--- config.mk ---
export PLATFORM = sky130hd
export DESIGN_NAME = hdtm_cell
export DESIGN_NICKNAME = d
export VERILOG_FILES = /design/src/rtl/hdtm_cell.sv
export SDC_FILE = /design/constraint.sdc
export NUM_CORES = 1
export LEC_CHECK = 0
export ABC_AREA = 0
export BUFFER_PORTS_ARGS = -buffer_cell sky130_fd_sc_hd__clkbuf_2
export CAP_MARGIN = 15
export CORE_MARGIN = 3
export CORE_UTILIZATION = 37
export CTS_CLUSTER_SIZE = 10
export DETAILED_ROUTE_END_ITERATION = 10
export PLACE_DENSITY = 0.77
export SYNTH_ARGS = -nofsm -noshare
export SYNTH_HDL_FRONTEND = slang
export SYNTH_SLANG_ARGS = --single-unit
--- constraint.sdc ---
create_clock -name i_clk -period 1.2 [get_ports i_clk]
set_input_delay 0.06 -clock i_clk [delete_from_list [all_inputs] [get_ports i_clk]]
set_output_delay 0.06 -clock i_clk [all_outputs]
set_load 0.005 [all_outputs]
--- src/rtl/hdtm_cell.sv ---
// One table cell: holds one entry, shifts it to the next cell on an add and decodes its own position.
`default_nettype none

module hdtm_cell #(
    parameter int LEN_BITS = 16,
    parameter int TAG_BITS = 16,
    parameter int QW       = 8,
    parameter int IDX      = 0
) (
    input  logic                i_clk,
    input  logic                i_shift,
    input  logic [QW-1:0]       i_count,
    input  logic [QW-1:0]       i_query,
    input  logic [LEN_BITS-1:0] i_prev_name,
    input  logic [LEN_BITS-1:0] i_prev_value,
    input  logic [TAG_BITS-1:0] i_prev_tag,
    output logic [LEN_BITS-1:0] o_name,
    output logic [LEN_BITS-1:0] o_value,
    output logic [TAG_BITS-1:0] o_tag,
    output logic                o_hit,
    output logic [LEN_BITS-1:0] o_sel_name,
    output logic [LEN_BITS-1:0] o_sel_value,
    output logic [TAG_BITS-1:0] o_sel_tag,
    output logic [LEN_BITS-1:0] o_old_name,
    output logic [LEN_BITS-1:0] o_old_value
);

    localparam logic [QW-1:0] POS = QW'(IDX);

    logic [LEN_BITS-1:0] r_name;
    logic [LEN_BITS-1:0] r_value;
    logic [TAG_BITS-1:0] r_tag;
    logic                live;
    logic                oldest;

    always_ff @(posedge i_clk) begin
        if (i_shift) begin
            r_name  <= i_prev_name;
            r_value <= i_prev_value;
            r_tag   <= i_prev_tag;
        end
    end

    assign live   = POS < i_count;
    assign oldest = (i_count != '0) && (POS == i_count - QW'(1));
    assign o_hit  = live && (i_query == POS);

    assign o_name      = r_name;
    assign o_value     = r_value;
    assign o_tag       = r_tag;
    assign o_sel_name  = o_hit ? r_name : '0;
    assign o_sel_value = o_hit ? r_value : '0;
    assign o_sel_tag   = o_hit ? r_tag : '0;
    assign o_old_name  = oldest ? r_name : '0;
    assign o_old_value = oldest ? r_value : '0;

endmodule

`default_nettype wire
# Word-level counts from Yosys, hierarchy flattened

Index checks and enable logic that the tools add are counted.

Bits in registers: 48
Latch bits: 0
Memory bits (writable): 0
Bits in read-only memories: 0
Logic and storage cells: 15
Memories kept: 0

Add/sub/neg operators: 1
$mul: 0
Divide/modulo/power cells: 0
$lt $le $gt $ge: 1
Equality and inequality tests: 0
Shifts and indexed selects: 0
Multiplexer cells: 5
Bitwise logic cells: 0
Reduce and logical (&&, ||, !) cells: 5

Operator list:

| operator              | number |
|---|---|
| $mux W16              | 5 |
| $logic_not A8 Y1      | 2 |
| $lt A1 B8 Y1 const A  | 1 |
| $reduce_bool A8 Y1    | 1 |
| $sub A8 B1 Y8 const B | 1 |
| $logic_and A1 B1 Y1   | 2 |

# Depth between registers and ports, before layout

Depth in word-level cells: 4
Gate-level depth with buffers: 4
Mapped depth without buffers: 2

# Least setup slack after synthesis

Ideal clock, no wire load.

Kind: input to output
Start: input i_query[1]
End: output o_sel_tag[10]
Arrival: 1.223 ns
Required time: 1.140 ns
Slack: -0.083 ns
Stages: 4
Cells stage by stage: or4_4 > buf_6 > buf_6 > a2111oi_4

Longest elaborated chain between the ends: 3

RTL lines:

| element             | line | source |
|---|---|---|
| from (decl)         | 13   | `input logic [QW-1:0] i_query,` |
| $logic_not A8 Y1    | 46   | `assign o_hit = live && (i_query == POS);` |
| $logic_and A1 B1 Y1 | 46   |  |
| $mux W16            | 53   | `assign o_sel_tag = o_hit ? r_tag : '0;` |
| to (decl)           | 23   | `output logic [TAG_BITS-1:0] o_sel_tag,` |

No other way between the ends.

# Worst setup path in the final report

Start: input i_query[1]
End: output o_sel_value[3]

Longest elaborated chain between the ends: 3

RTL lines:

| element             | line | source |
|---|---|---|
| $logic_not A8 Y1    | 46   |  |
| $logic_and A1 B1 Y1 | 46   |  |
| $mux W16            | 52   | `assign o_sel_value = o_hit ? r_value : '0;` |
| to (decl)           | 22   | `output logic [LEN_BITS-1:0] o_sel_value,` |

No other way between the ends.

==> flow_metrics.py <==
metrics = {
    "flow_run": {
        "cap_violations": 0,
    },
    "grt": {
        "grt_pass1_wl_mm": 16.8,
        "grt_usage_pct": 25.8,
        "grt_pass1_vias": 3215,
        "antenna_found_initial": 0,
        "grt_start_max_net_pins": 26,
        "grt.overflow.total": 0,
    },
    "sta": {
        "final.min_clock_period_ns": 1.60,
        "max_freq_ghz": 0.625,
        "setup_viol": 81,
        "drv_slew": 0,
        "fin_crit_sh_pct": 133,
        "max_slew_margin_pct": 75.5,
        "worst_slack_ns": -0.401,
        "final_hold_viol_count": 0,
        "rsz0062_at_grt": "yes",
        "tightest_slew_ns": 0.368,
    },
    "logic_synthesis": {
        "synth_area_leaders": "edfxtp_1 53%, a2111oi_2 11%, a2111oi_4 9.1%",
        "syn_avg_cell_area_sq_um": 12.9,
        "synth_area_sq_um": 2710,
        "yosysTopAreaCellShare_pct": 53.1,
        "async_flop_share_pct": 0,
        "ys_warn_count": 0,
        "yosysTopAreaCell": "edfxtp_1",
        "syn-num-nets": 277,
        "synth_ff_type": "edfxtp_1",
        "ys_seq_area_share_pct": 53.1,
        "syn_inst": 211,
        "synth_edf_count": 48,
        "synth-seq-cells": 48,
        "synth_cell_types": 17,
        "ys_top_cells_by_count": "48 x edfxtp_1, 48 x inv_1, 32 x nor3_1",
    },
    "drt": {
        "avgViaCountPerCell": 5.21,
        "route.met2.wl_mm": 6.57,
        "drc_errors": 0,
        "post_drt_wl_per_cell_um": 20.2,
        "routed-wl-met3_um": 644,
        "m1WireLength_mm": 3.98,
        "drtIter0Drc": 88,
        "ant_nets": 0,
        "top_layer_used": "met4",
        "dr.pass1.iters": 4,
        "postRouteWirelength_mm": 11.4,
        "vias": 2922,
    },
    "setup_path": {
        "crit_cells": 5,
        "crit_chain": "clkbuf_2 -> or4_4 -> buf_16 -> a2111oi_2 -> buf_2",
        "crit_arrival_ns": 1.54,
        "crit_slowest_cell": "or4_4",
        "startpoint_type": "input port",
        "slowest_delay_ns": 0.62,
        "cpLargestDelayFamily": "simple AND/OR/NAND/NOR gates",
        "cp_max_fo": 19,
        "crit_path_end_kind": "primary output",
        "path_class": "in2out",
        "crit_buf_inv": 3,
        "required_ns": 1.14,
    },
    "final_layout": {
        "synthToLayoutAreaGrowth_pct": 101,
        "diodes": 0,
        "multi_input_area_sq_um": 1600,
        "drive_above_1_share_pct": 68.4,
        "nets": 530,
        "fill_cells": 389,
        "final_area_sq_um": 5450,
        "register_area_sq_um": 1440,
    },
    "status": {
        "violations": "negative setup slack",
        "status": "finished with violations",
    },
    "die": {
        "io_pins": 195,
        "num_rows": 30,
        "core_area_sq_um": 6940,
        "dieArea_sq_um": 8400,
        "die_w_um": 91.6,
        "initial_core_util_pct": 39.1,
        "die_h_um": 91.6,
    },
    "pwr": {
        "power.clock.fraction_pct": 23.7,
        "p_sw_share_pct": 28.3,
        "leakage_nw": 2.41,
        "p_int_w": 0.00281,
        "total_power_w": 0.00391,
        "seqPwrFrac_pct": 53.0,
        "p_switching_w": 0.00111,
        "pwr-share-comb_pct": 23.3,
        "vdd_drop_max_v": 0.000472,
        "powerDensity_nw_per_um2": 718,
    },
    "place": {
        "hpwl_mm": 6.86,
        "routabilityCongestion": 0.799,
        "dpl_worst_slack_ns": -0.506,
        "io_buffer_count": 194,
        "placed_cell_area_sq_um": 3960,
    },
    "cts": {
        "clkTransAtPathRegs_ns": 0.09,
        "cts_root_buf": "clkbuf_8",
        "clkSinkCount": 48,
        "cts_buffers": 5,
        "htree_levels": 2,
        "cts_tree": "built",
        "clock_path_buffers": 2,
    },
    "worst_hold_path": {
        "min_path_type": "in2reg",
        "hold_path_end": "o_name[9]$_DFFE_PP_",
        "min-delay-start": "i_shift",
        "min_delay_path_depth": 2,
    },
}
## worst max path at each step
stage,from,slack [ns],to
CTS,i_query[6],-0.40,o_sel_value[3]
detailed placement,i_query[1],-0.51,o_sel_name[3]
floorplan,i_query[1],-0.07,o_sel_tag[10]
global placement,i_query[1],-0.45,o_sel_value[15]
global route,i_query[1],-0.46,o_sel_tag[4]
finish,i_query[1],-0.40,o_sel_value[3]
## layout by cell type, fill, tap and decap left out
| master | netlist | routed |
|---|---|---|
| a2111oi_2 | 20 | 24 |
| a2111oi_4 | 9 | 24 |
| a211oi_2 | 0 | 1 |
| buf_12 | 0 | 10 |
| buf_16 | 0 | 7 |
| buf_2 | 10 | 61 |
| buf_4 | 1 | 12 |
| buf_6 | 3 | 5 |
| bufbuf_16 | 0 | 1 |
| clkbuf_1 | 12 | 2 |
| clkbuf_16 | 0 | 1 |
| clkbuf_2 | 0 | 129 |
| clkbuf_8 | 0 | 5 |
| clkinv_1 | 0 | 1 |
| dlygate4sd3_1 | 0 | 48 |
| edfxtp_1 | 48 | 48 |
| inv_1 | 48 | 48 |
| nor3_2 | 0 | 6 |
| nor3_4 | 0 | 26 |
| nor4_2 | 0 | 1 |
| nor4_4 | 0 | 1 |
| or4_4 | 2 | 3 |
| or4b_4 | 0 | 1 |
## state kept, by name, summed over array words and instances, names as in the netlist
register  cells
o_tag        16
o_value      16
o_name       16
## what timing repair did
item / 4_1_cts / 5_1_grt
pin swaps: 30 / 31
endpoints found under the setup margin: 81 / 81
hold endpoints to repair: 48 / 0
resized for setup: 87 / 103
setup buffers: 0 / 1
gates cloned: 7 / 1
hold buffers: 48 / 0
## layer usage
metal  vias to the layer above  GRT usage (%)
met4                         0           8.67
met3                        13           6.48
met1                      1458           26.2
li1                       1318              -
met5                         -              0
met2                       133           50.5
## cell families after synthesis
logic type             after synthesis  share of synthesized area (%)
buffers and inverters               76                           11.9
AND/OR/NAND/NOR                     38                           7.84
AO/OA/AOI/OAI                       49                           27.1
flip-flops                          48                           53.1
## area by class of cell
class                      instances  share of cell area (%)
inverter                          48                    3.31
clock buffer                       7                    1.40
timing repair buffer             274                    37.2
clock inverter                     1                  0.0689
tap                               96                    2.20
multi-input combinational         87                    29.3
sequential                        48                    26.5
## power by group through the flow
stage | clock (W) | sequential, W | combinational (W)
after detailed placement | 0 | 0.00211 | 0.000569
after global placement | 0 | 0.00209 | 0.000551
after global routing | 0.00103 | 0.00209 | 0.000966
after CTS | 0.000940 | 0.00207 | 0.000820
after floorplan | 0 | 0.00211 | 0.000193
final | 0.000928 | 0.00207 | 0.000913
## through the flow
stage | util, % | TNS (ns) | std cells | hold WS, ns
6_report | 78.5 | -21.85 | 561 | 0.214
5_1_grt | 78.5 | -25.28 | 561 | 0.209
4_1_cts | 73.5 | -21.74 | 559 | 0.199
3_5_place_dp | 57.0 | -20.81 | 496 | 0.239
3_3_place_gp | 57.0 | -19.90 | 496 | 0.237
2_1_floorplan | - | -2.43 | 211 | 0.159
Power figures use the tool's default switching activity.
